--- src/rtl/core/mse_pkg.sv ---
// package: shared types, constants and letter lookup for the morse unit stream encoder
`timescale 1ns / 1ps

package mse_pkg;

    // character codes
    localparam logic [7:0] CHAR_SPACE   = 8'h20;
    localparam logic [7:0] CHAR_UPPER_A = 8'h41;
    localparam logic [7:0] CHAR_UPPER_Z = 8'h5A;
    localparam logic [7:0] CHAR_LOWER_A = 8'h61;
    localparam logic [7:0] CHAR_LOWER_Z = 8'h7A;
    localparam logic [7:0] CASE_OFFSET  = 8'h20;

    // run lengths in time units
    localparam logic [2:0] WORD_GAP_UNITS   = 3'd7;
    localparam logic [2:0] LETTER_GAP_UNITS = 3'd3;
    localparam logic [2:0] DASH_UNITS       = 3'd3;
    localparam logic [2:0] DOT_UNITS        = 3'd1;
    localparam logic [2:0] ELEM_GAP_UNITS   = 3'd1;

    // letter table: {element count, dash mask}, bit k of the mask set means element k is a dash
    localparam logic [6:0] LETTER_TABLE [26] = '{
        {3'd2, 4'b0010},  // A .-
        {3'd4, 4'b0001},  // B -...
        {3'd4, 4'b0101},  // C -.-.
        {3'd3, 4'b0001},  // D -..
        {3'd1, 4'b0000},  // E .
        {3'd4, 4'b0100},  // F ..-.
        {3'd3, 4'b0011},  // G --.
        {3'd4, 4'b0000},  // H ....
        {3'd2, 4'b0000},  // I ..
        {3'd4, 4'b1110},  // J .---
        {3'd3, 4'b0101},  // K -.-
        {3'd4, 4'b0010},  // L .-..
        {3'd2, 4'b0011},  // M --
        {3'd2, 4'b0001},  // N -.
        {3'd3, 4'b0111},  // O ---
        {3'd4, 4'b0110},  // P .--.
        {3'd4, 4'b1011},  // Q --.-
        {3'd3, 4'b0010},  // R .-.
        {3'd3, 4'b0000},  // S ...
        {3'd1, 4'b0001},  // T -
        {3'd3, 4'b0100},  // U ..-
        {3'd4, 4'b1000},  // V ...-
        {3'd3, 4'b0110},  // W .--
        {3'd4, 4'b1001},  // X -..-
        {3'd4, 4'b1101},  // Y -.--
        {3'd4, 4'b0011}   // Z --..
    };

    // decoded character
    typedef struct packed {
        logic       is_space;
        logic [2:0] elem_count;
        logic [3:0] dash_mask;
    } char_info_t;

    // controller to datapath commands
    typedef struct packed {
        logic       load;
        logic       emit;
        logic       level;
        logic       last;
        logic       cnt_load;
        logic [2:0] cnt_val;
        logic       shift;
    } dp_cmd_t;

    // datapath to controller status
    typedef struct packed {
        logic is_space;
        logic len_zero;
        logic len_one;
        logic dash;
        logic cnt_one;
        logic out_free;
    } dp_stat_t;

    // fold case and look up the element pattern
    function automatic char_info_t morse_lookup(input logic [7:0] c);
        logic [7:0] u;
        logic [7:0] idx;
        char_info_t r;
        u = c;
        if (c >= CHAR_LOWER_A && c <= CHAR_LOWER_Z)
        begin
            u = c - CASE_OFFSET;
        end
        idx = u - CHAR_UPPER_A;
        r = '0;
        if (u == CHAR_SPACE)
        begin
            r.is_space = 1'b1;
        end
        else if (u >= CHAR_UPPER_A && u <= CHAR_UPPER_Z)
        begin
            {r.elem_count, r.dash_mask} = LETTER_TABLE[idx[4:0]];
        end
        return r;
    endfunction

endpackage

--- src/rtl/core/mse_char_if.sv ---
// interface: character input channel
`timescale 1ns / 1ps

interface mse_char_if;
    logic       valid;
    logic       ready;
    logic [7:0] char_code;

    modport source (output valid, output char_code, input ready);
    modport sink (input valid, input char_code, output ready);
endinterface

--- src/rtl/core/mse_unit_if.sv ---
// interface: keying unit output channel
`timescale 1ns / 1ps

interface mse_unit_if;
    logic valid;
    logic ready;
    logic key_level;
    logic last_unit;

    modport source (output valid, output key_level, output last_unit, input ready);
    modport sink (input valid, input key_level, input last_unit, output ready);
endinterface

--- src/rtl/core/mse_ctrl.sv ---
// controller: sequences dots, dashes and gaps of one character
`timescale 1ns / 1ps

module mse_ctrl
    import mse_pkg::*;
(
    input  logic     clk,
    input  logic     rst_n,
    input  logic     in_valid,
    output logic     in_ready,
    input  dp_stat_t stat,
    output dp_cmd_t  cmd
);

    typedef enum logic [2:0] {
        ST_IDLE,
        ST_START,
        ST_ON,
        ST_IGAP,
        ST_LGAP
    } state_t;

    state_t state_reg;
    state_t state_next;

    // state register
    always_ff @(posedge clk or negedge rst_n)
    begin
        if (!rst_n)
        begin
            state_reg <= ST_IDLE;
        end
        else
        begin
            state_reg <= state_next;
        end
    end

    assign in_ready = (state_reg == ST_IDLE);

    // next state and commands
    always_comb
    begin
        state_next = state_reg;
        cmd        = '0;
        case (state_reg)
            ST_IDLE:
            begin
                if (in_valid)
                begin
                    cmd.load   = 1'b1;
                    state_next = ST_START;
                end
            end
            ST_START:
            begin
                cmd.cnt_load = 1'b1;
                if (stat.is_space)
                begin
                    cmd.cnt_val = WORD_GAP_UNITS;
                    state_next  = ST_LGAP;
                end
                else if (stat.len_zero)
                begin
                    cmd.cnt_val = LETTER_GAP_UNITS;
                    state_next  = ST_LGAP;
                end
                else
                begin
                    cmd.cnt_val = stat.dash ? DASH_UNITS : DOT_UNITS;
                    state_next  = ST_ON;
                end
            end
            ST_ON:
            begin
                if (stat.out_free)
                begin
                    cmd.emit  = 1'b1;
                    cmd.level = 1'b1;
                    if (stat.cnt_one)
                    begin
                        cmd.shift    = 1'b1;
                        cmd.cnt_load = 1'b1;
                        if (stat.len_one)
                        begin
                            cmd.cnt_val = LETTER_GAP_UNITS;
                            state_next  = ST_LGAP;
                        end
                        else
                        begin
                            cmd.cnt_val = ELEM_GAP_UNITS;
                            state_next  = ST_IGAP;
                        end
                    end
                end
            end
            ST_IGAP:
            begin
                // single off unit, then the next element already at the mask head
                if (stat.out_free)
                begin
                    cmd.emit     = 1'b1;
                    cmd.cnt_load = 1'b1;
                    cmd.cnt_val  = stat.dash ? DASH_UNITS : DOT_UNITS;
                    state_next   = ST_ON;
                end
            end
            ST_LGAP:
            begin
                if (stat.out_free)
                begin
                    cmd.emit = 1'b1;
                    cmd.last = stat.cnt_one;
                    if (stat.cnt_one)
                    begin
                        state_next = ST_IDLE;
                    end
                end
            end
            default:
            begin
                state_next = ST_IDLE;
            end
        endcase
    end

endmodule

--- src/rtl/core/mse_dpath.sv ---
// datapath: character decode, element shifter, unit counter and output register
`timescale 1ns / 1ps

module mse_dpath
    import mse_pkg::*;
(
    input  logic       clk,
    input  logic       rst_n,
    input  logic [7:0] char_code,
    input  dp_cmd_t    cmd,
    output dp_stat_t   stat,
    input  logic       out_ready,
    output logic       out_valid,
    output logic       key_level,
    output logic       last_unit
);

    logic       space_reg;
    logic [2:0] len_reg;
    logic [3:0] mask_reg;
    logic [2:0] cnt_reg;
    logic       valid_reg;
    logic       key_reg;
    logic       last_reg;
    char_info_t info;

    assign info = morse_lookup(char_code);

    // character pattern, consumed one element at a time
    always_ff @(posedge clk)
    begin
        if (cmd.load)
        begin
            space_reg <= info.is_space;
            len_reg   <= info.elem_count;
            mask_reg  <= info.dash_mask;
        end
        else if (cmd.shift)
        begin
            len_reg  <= len_reg - 3'd1;
            mask_reg <= {1'b0, mask_reg[3:1]};
        end
    end

    // units left in the current run
    always_ff @(posedge clk)
    begin
        if (cmd.cnt_load)
        begin
            cnt_reg <= cmd.cnt_val;
        end
        else if (cmd.emit)
        begin
            cnt_reg <= cnt_reg - 3'd1;
        end
    end

    // output register
    always_ff @(posedge clk or negedge rst_n)
    begin
        if (!rst_n)
        begin
            valid_reg <= 1'b0;
        end
        else if (cmd.emit)
        begin
            valid_reg <= 1'b1;
        end
        else if (out_ready)
        begin
            valid_reg <= 1'b0;
        end
    end

    always_ff @(posedge clk)
    begin
        if (cmd.emit)
        begin
            key_reg  <= cmd.level;
            last_reg <= cmd.last;
        end
    end

    // status back to the controller
    always_comb
    begin
        stat.is_space = space_reg;
        stat.len_zero = (len_reg == 3'd0);
        stat.len_one  = (len_reg == 3'd1);
        stat.dash     = mask_reg[0];
        stat.cnt_one  = (cnt_reg == 3'd1);
        stat.out_free = !valid_reg || out_ready;
    end

    assign out_valid = valid_reg;
    assign key_level = key_reg;
    assign last_unit = last_reg;

endmodule

--- src/rtl/core/morse_unit_stream_encoder_unit.sv ---
// top level: morse unit stream encoder
`timescale 1ns / 1ps
//
// Takes one 8-bit character per transfer on char_in and plays out its Morse
// keying pattern on unit_out, one key level per transfer, with last_unit set on
// the final unit of the character. Lower-case letters are folded to upper case,
// a space gives seven off units, any other non-letter three off units.
// Flow: the input transfer, then a decode step in the START state, then one
// unit per cycle while the receiver accepts them, each held in the output
// register until it is taken. The character sequencer in the controller
// handles one character at a time and char_in.ready is high only while it is
// idle; the last unit may still sit in the output register when the next
// character is taken.
// When the receiver stalls, the output register holds its unit and the
// sequencer waits on it.
// Reset empties the output register and returns the sequencer to idle; the
// pattern, unit counter, key and last registers are not reset.
//

module morse_unit_stream_encoder_unit
    import mse_pkg::*;
(
    input logic    clk,
    input logic    rst_n,
    mse_char_if.sink   char_in,
    mse_unit_if.source unit_out
);

    dp_cmd_t  cmd;
    dp_stat_t stat;

    // sequencer
    mse_ctrl u_ctrl (
        .clk      (clk),
        .rst_n    (rst_n),
        .in_valid (char_in.valid),
        .in_ready (char_in.ready),
        .stat     (stat),
        .cmd      (cmd)
    );

    // datapath
    mse_dpath u_dpath (
        .clk       (clk),
        .rst_n     (rst_n),
        .char_code (char_in.char_code),
        .cmd       (cmd),
        .stat      (stat),
        .out_ready (unit_out.ready),
        .out_valid (unit_out.valid),
        .key_level (unit_out.key_level),
        .last_unit (unit_out.last_unit)
    );

endmodule

--- src/flat_wrapper.sv ---
// flat-port wrapper written by rule: the top's interface ports become plain ports
module morse_unit_stream_encoder_unit_flat import mse_pkg::*;
  (clk, rst_n, char_in_valid, char_in_char_code, char_in_ready, unit_out_valid, unit_out_key_level, unit_out_last_unit, unit_out_ready);
  mse_char_if char_in_i ();
  mse_unit_if unit_out_i ();
  input logic clk;
  input logic rst_n;
  input wire logic [$bits(char_in_i.valid)-1:0] char_in_valid;
  input wire logic [$bits(char_in_i.char_code)-1:0] char_in_char_code;
  output wire logic [$bits(char_in_i.ready)-1:0] char_in_ready;
  output wire logic [$bits(unit_out_i.valid)-1:0] unit_out_valid;
  output wire logic [$bits(unit_out_i.key_level)-1:0] unit_out_key_level;
  output wire logic [$bits(unit_out_i.last_unit)-1:0] unit_out_last_unit;
  input wire logic [$bits(unit_out_i.ready)-1:0] unit_out_ready;
  assign char_in_i.valid = char_in_valid;
  assign char_in_i.char_code = char_in_char_code;
  assign char_in_ready = char_in_i.ready;
  assign unit_out_valid = unit_out_i.valid;
  assign unit_out_key_level = unit_out_i.key_level;
  assign unit_out_last_unit = unit_out_i.last_unit;
  assign unit_out_i.ready = unit_out_ready;
  morse_unit_stream_encoder_unit u_core (.clk(clk), .rst_n(rst_n), .char_in(char_in_i), .unit_out(unit_out_i));
endmodule
--- config.mk ---
export PLATFORM = sky130hd
export DESIGN_NAME = morse_unit_stream_encoder_unit_flat
export DESIGN_NICKNAME = d
export VERILOG_FILES = /design/src/rtl/core/mse_pkg.sv /design/src/rtl/core/mse_char_if.sv /design/src/rtl/core/mse_unit_if.sv /design/src/rtl/core/mse_ctrl.sv /design/src/rtl/core/mse_dpath.sv /design/src/rtl/core/morse_unit_stream_encoder_unit.sv /design/src/flat_wrapper.sv
export SDC_FILE = /design/constraint.sdc
export NUM_CORES = 1
export LEC_CHECK = 0
export ABC_AREA = 0
export BUFFER_PORTS_ARGS = -buffer_cell sky130_fd_sc_hd__buf_2
export CAP_MARGIN = 20
export CORE_MARGIN = 4
export CORE_UTILIZATION = 50
export DETAILED_ROUTE_END_ITERATION = 12
export PLACE_DENSITY_LB_ADDON = 0.2
export REMOVE_ABC_BUFFERS = 1
export SETUP_SLACK_MARGIN = 0.4
export SLEW_MARGIN = 20
export SYNTH_ARGS = -nofsm -noshare
export SYNTH_HDL_FRONTEND = slang
export SYNTH_HIERARCHICAL = 1
export SYNTH_SLANG_ARGS = --single-unit
--- constraint.sdc ---
create_clock -name clk -period 3 [get_ports clk]
set_clock_uncertainty 0.2 [all_clocks]
set_input_delay 0.3 -clock clk [delete_from_list [all_inputs] [get_ports clk]]
set_output_delay 0.3 -clock clk [all_outputs]
set_load 0.005 [all_outputs]
**Yosys cells after proc, flatten, opt, wreduce, memory -nomap -nowiden**

Memory sizes are Yosys's and may differ from the RTL's.
Index checks and enable logic that the tools add are counted.

- Multiplexer cells: 38
- Equality and inequality tests: 13
- Add/subtract/negate cells: 4
- Magnitude comparators: 5
- Reductions and logical operators: 12
- Bitwise operators: 1

Operator list:

| operator | number |
|---|---|
| $mux 3 | 14 |
| $mux 7 | 4 |
| $ge 8x7->1 const B | 2 |
| $le 8x7->1 const B | 2 |
| $pmux 3 s5 | 1 |
| $mux 4 | 3 |
| $pmux 4 s3 | 1 |
| $mux 5 | 2 |
| $eq 3x1->1 const B | 3 |
| $eq 8x6->1 const B | 1 |
| $mux 2 | 4 |
| $mux 8 | 1 |
| $sub 8x6->8 const B | 1 |
| $mux 1 | 7 |
| $eq 3x2->1 const B | 2 |
| $ge 6x6->1 const B | 1 |
| $logic_not 3->1 | 2 |
| $ne 2x1->1 const B | 3 |
| $ne 2x2->1 const B | 3 |
| $not 5->6 | 1 |
| $reduce_and 6->1 | 1 |
| $reduce_bool 2->1 | 3 |
| $sub 3x1->3 const B | 2 |
| $sub 5x1->5 const B | 1 |
| 7 further kinds | 8 |

- ROM bits: 224
- Memories kept: 1
- Output and inout bits: 4
- Flip-flop bits (word level): 17
- Input bits: 12
- Word-level logic and storage cells: 82

Memories:

| memory | depth | bits a word | read ports | clocked after memory_dff | wr ports | RTL line | text |
|---|---|---|---|---|---|---|---|
| (name not given) | 32 | 7 | 1 | 0 | 0 | mse_pkg.sv:97 | `{r.elem_count, r.dash_mask} = LETTER_TABLE[idx[4:0]];` |

**Longest topological paths before layout**

- Depth after elaboration: 11
- Mapped depth: 10
- Depth with buffers taken out: 8

**Hierarchy**

Netlist, hierarchy kept.

Modules (own cells, without submodules):

| module | seq. area each (sq um) | area an instance (sq um) | instances | cells an instance |
|---|---|---|---|---|
| mse_dpath | 415.4 | 1,530.2 | 1 | 169 |
| mse_ctrl | 75.1 | 309.0 | 1 | 39 |

**Worst setup path after synthesis**

No wires, ideal clock.

- Kind: reg2reg
- From: reg u_core.u_ctrl.state_reg[1]
- To: reg u_core.u_dpath.len_reg[2] (data pin)
- Arrival: 2.053 ns
- Buffers on the path: 2
- Clock period less this slack: 2.423 ns
- Library setup time: 0.170 ns
- Cell stages (with the launch flop): 9
- Data required time: 2.630 ns
- Path slack: 0.577 ns
- Cells stage by stage: dfrtp_1 -> buf_4 -> nor3_1 -> and2_1 -> clkbuf_1 -> nand2_1 -> a2111oi_4 -> o211ai_4 -> o32ai_2

RTL lines:

| item | RTL line | text |
|---|---|---|
| start, declared | mse_ctrl.sv:23 | `state_t state_reg;` |
| start signal, assigned | mse_ctrl.sv:35 | `state_reg <= state_next;` |
| end signal, assigned | mse_dpath.sv:35 | `len_reg <= info.elem_count;` |
| end signal, assigned | mse_dpath.sv:40 | `len_reg <= len_reg - 3'd1;` |
| end, declared | mse_dpath.sv:19 | `logic [2:0] len_reg;` |

==> metrics.md <==
| Metric | Value |
|---|---|
| Max-cap violations | 0 |
| Ys flop type | edfxtp_1 |
| R2r worst-path depth | 6 |
| Asr flop ratio synth | 23.5% |
| IO buf count | 15 |
| I/O pins | 16 |
| Vias in the first global route | 1,379 |
| RR Startpoint | u_core/u_dpath/cnt_reg[1]$_DFFE_PP_ |
| Cell variety after synth | 62 |
| Synth area leaders | edfxtp_1 (21%), ha_1 (8.2%), dfrtp_1 (5.4%) |
| Total Negative Setup Slacks | 0 ns |
| Power, Total | between 1 and 1.5 mW |
| Status | finished clean |
| Routed vias | between 1,500 and 2,000 |
| Crit path arrival time | 2.09 ns |
| FMAX | 439 MHz |
| CP top delay family | simple AND/OR/NAND/NOR gates |
| Slowest stage delay, CP | between 0.4 and 0.5 ns |
| Diode count | 0 |
| # setup viols final | 0 |
| Worst R2R Setup Slack | 0.72 ns |
| Pwr dens | between 500 and 600 nW/um^2 |
| Post-synthesis compound-gate area fraction | 27.2% |
| Worst-path clk slew | about 0.07 ns |
| H-tree levels | 1 |
| Worst reg2reg path endpoint | u_core/u_dpath/cnt_reg[0]$_DFFE_PP_ |
| Critical Path Fanout Max | 7 |
| Critical Path Source Type | flop |
| Fin crit period | ~2.3 ns |
| Area grow syn2layout | 5.71% |
| Grt ovf | 0 |
| Dpl ws | 0.299 ns |
| Req. time, crit path | between 2 and 3 ns |
| TritonCTS buffer count | 3 |
| Root buffer cell | clkbuf_8 |
| Die W | 68.7 um |
| CP bufs+invs | 1 |
| CORE AREA | 3440 sq um |
| Initial Util | 53.4% |
| CP endpoint kind | flop |
| Relative slew margins | 58.4% |
| Worst-path cell with the longest stage delay | nor3_1 |
| Largest net degree at the start of global routing | 26 |
| HPWL after DPL | 3.07 mm |
| Area fraction of the dominant cell type after synthesis | 21.2% |
| Synth area leader | edfxtp_1 |
| Drt first pass iters | 4 |
| Seq/Total Area, Yosys | 26.7% |
| WL per Instance | 16.0 um |
| Synthesized-area fraction occupied by adder cells | about 8.2% |
| Initial antenna violation count | 0 |
| Fin cells | 260 |
| Pleak | 0.774 nW |
| Mapped cell area | 1840 sq um |
| Final Hold Vio Count | 0 |
| RSZ-0062 raised after global routing | false |
| Final #Nets | 239 |
| Max reg flops | 4 |
| Layout cells sized above 1 | ~18% |
| Gr usage total | 19.1% |
| Post-synth EDFFs | 13 |
| Synth Area in XOR/XNOR | 4.63% |
| CP cell instances | inv_1, ha_1, nor2b_1, a21oi_1, nor3_1, mux2_2 |
| Critical path type | flop to flop |
| Main combinational cell family by area after synthesis | compound AO/OA/AOI/OAI gates |
| Clk_lat worst skew | roughly 0.26 ns |
| Cells after DPL | 255 |
| DR vias/cell | 5.96 |
| DRC viols | 0 |
| Clock Sink Count | 17 |
| TritonCTS clock tree | done |
| Post-route setup slack | 0.722 ns |
| GPL Wtd Cong | 0.964 |
| Final WL | 4.15 mm |
| Max Slew Vio Count | 0 |
| Setup bufs post-CTS | 0 |
| Final period util | about three quarters |
| Standard-cell rows | 21 |
| Worst slew pin tran | 0.619 ns |
| Hold WC Path Type | primary input to async pin |
| Mean post-synth cell area | 8.84 sq um |
| Worst Setup SP | u_core/u_dpath/cnt_reg[1]$_DFFE_PP_ |
| Post-Synthesis Cells | 208 |
| Die height | 68.7 um |
| Initial DRC count | 117 |
| Synth Area in Simple Gates | 18.6% |
| Final core occ | 56.5% |
| Mux contribution to synthesized area | 4.97% |
| Clock Path Buffers | 2 |
| Yosys warnings | 6 |
| DRT antenna net count | 0 |
| Die Area | 4710 sq um |
| First-pass GRT wire length | 6.60 mm |
| Yosys reg bits | 17 |
| VDD IR max | 0.213 mV |
synthesized netlist by cell type, types with 2 or more instances:
library cell / count
buf_2: 6
a211oi_1: 3
clkbuf_1: 3
xnor2_1: 3
mux2i_1: 8
buf_4: 7
nand3_1: 5
xor2_1: 3
nand3b_1: 3
edfxtp_1: 13
nor3b_1: 3
nand2_1: 11
nand2b_1: 4
dfrtp_1: 4
buf_6: 2
nor2_1: 10
nor3_1: 7
o21ai_0: 12
a22o_1: 2
inv_1: 16
nor2b_1: 8
o221ai_1: 2
or2_2: 2
ha_1: 12
a21boi_0: 2
o22ai_1: 7
a21oi_1: 15
where the power goes:
group,switching (mW),internal (mW)
registers,0.0680,0.380
clock network,0.0809,0.0923
logic,0.303,0.235
total,0.452,0.707
layer usage:
metal  GRT usage (%)  up-vias  share of wire, %
met3            3.08        5               7.0
met5               0        -                 0
met4            7.20        0               1.2
met1            26.6      727                45
met2            29.4       52                47
li1                -      765                 -
layout make-up:
type | instances | area (sq um)
Clock buffer | 3 | 41.3
Clock inverter | 1 | 5.00
Fill cell | 319 | 1500
Inverter | 17 | 63.8
Multi-Input combinational cell | 156 | 1170
Sequential cell | 17 | 490
Tap cell | 46 | 57.6
Timing Repair Buffer | 20 | 115
cells in the final DEF (no fill, tap or decap), types with 3 or more instances in the layout:
master    count
inv_1        16
buf_2        15
a21oi_1      15
edfxtp_1     13
o21ai_0      12
nand2_1      11
ha_1         11
nor2_1       10
nor2b_1       8
mux2i_1       8
nor3_1        7
o22ai_1       7
nand3_1       5
nand2b_1      4
dfrtp_1       4
buf_4         4
clkbuf_8      3
nor3b_1       3
nand3b_1      3
a211oi_1      3
xor2_1        3
xnor2_1       3
how the worst max path moves through the flow:
stage / end / slack [ns] / cells past startpoint
floorplan: u_core/u_dpath/len_reg[2]$_DFFE_PP_ / 0.73 / 6
global placement: u_core/u_dpath/mask_reg[1]$_DFFE_PP_ / 0.34 / 8
detailed placement: u_core/u_dpath/mask_reg[1]$_DFFE_PP_ / 0.30 / 8
CTS: u_core/u_dpath/mask_reg[1]$_DFFE_PP_ / 0.56 / 8
global route: u_core/u_dpath/cnt_reg[0]$_DFFE_PP_ / 0.54 / 6
finish: u_core/u_dpath/cnt_reg[0]$_DFFE_PP_ / 0.72 / 6
repair_timing:
action,CTS,global route
hold buffers,1,0
gates resized for setup,0,1
endpoints found under the hold margin,4,0
endpoints found under the setup margin,0,2
per-stage QoR:
stage               instance area [sq um]  hold WS [ns]
floorplan                            1720        -0.196
global placement                     1890       -0.0910
detailed placement                   1890       -0.0894
CTS                                  1940         0.178
global route                         1940         0.172
finish                               1940         0.168
cell families (layout without fill, tap and decap cells):
| group | Yosys count | after routing |
|---|---|---|
| AOI/OAI and AO/OA | 65 | 65 |
| muxes | 9 | 9 |
| adders and majority gates | 12 | 12 |
| xor gates and xnor gates | 8 | 8 |
| and+or+nand+nor | 62 | 62 |
| DFF | 17 | 17 |
| buffers and inverters | 35 | 41 |
Power figures use the tool's default switching activity.
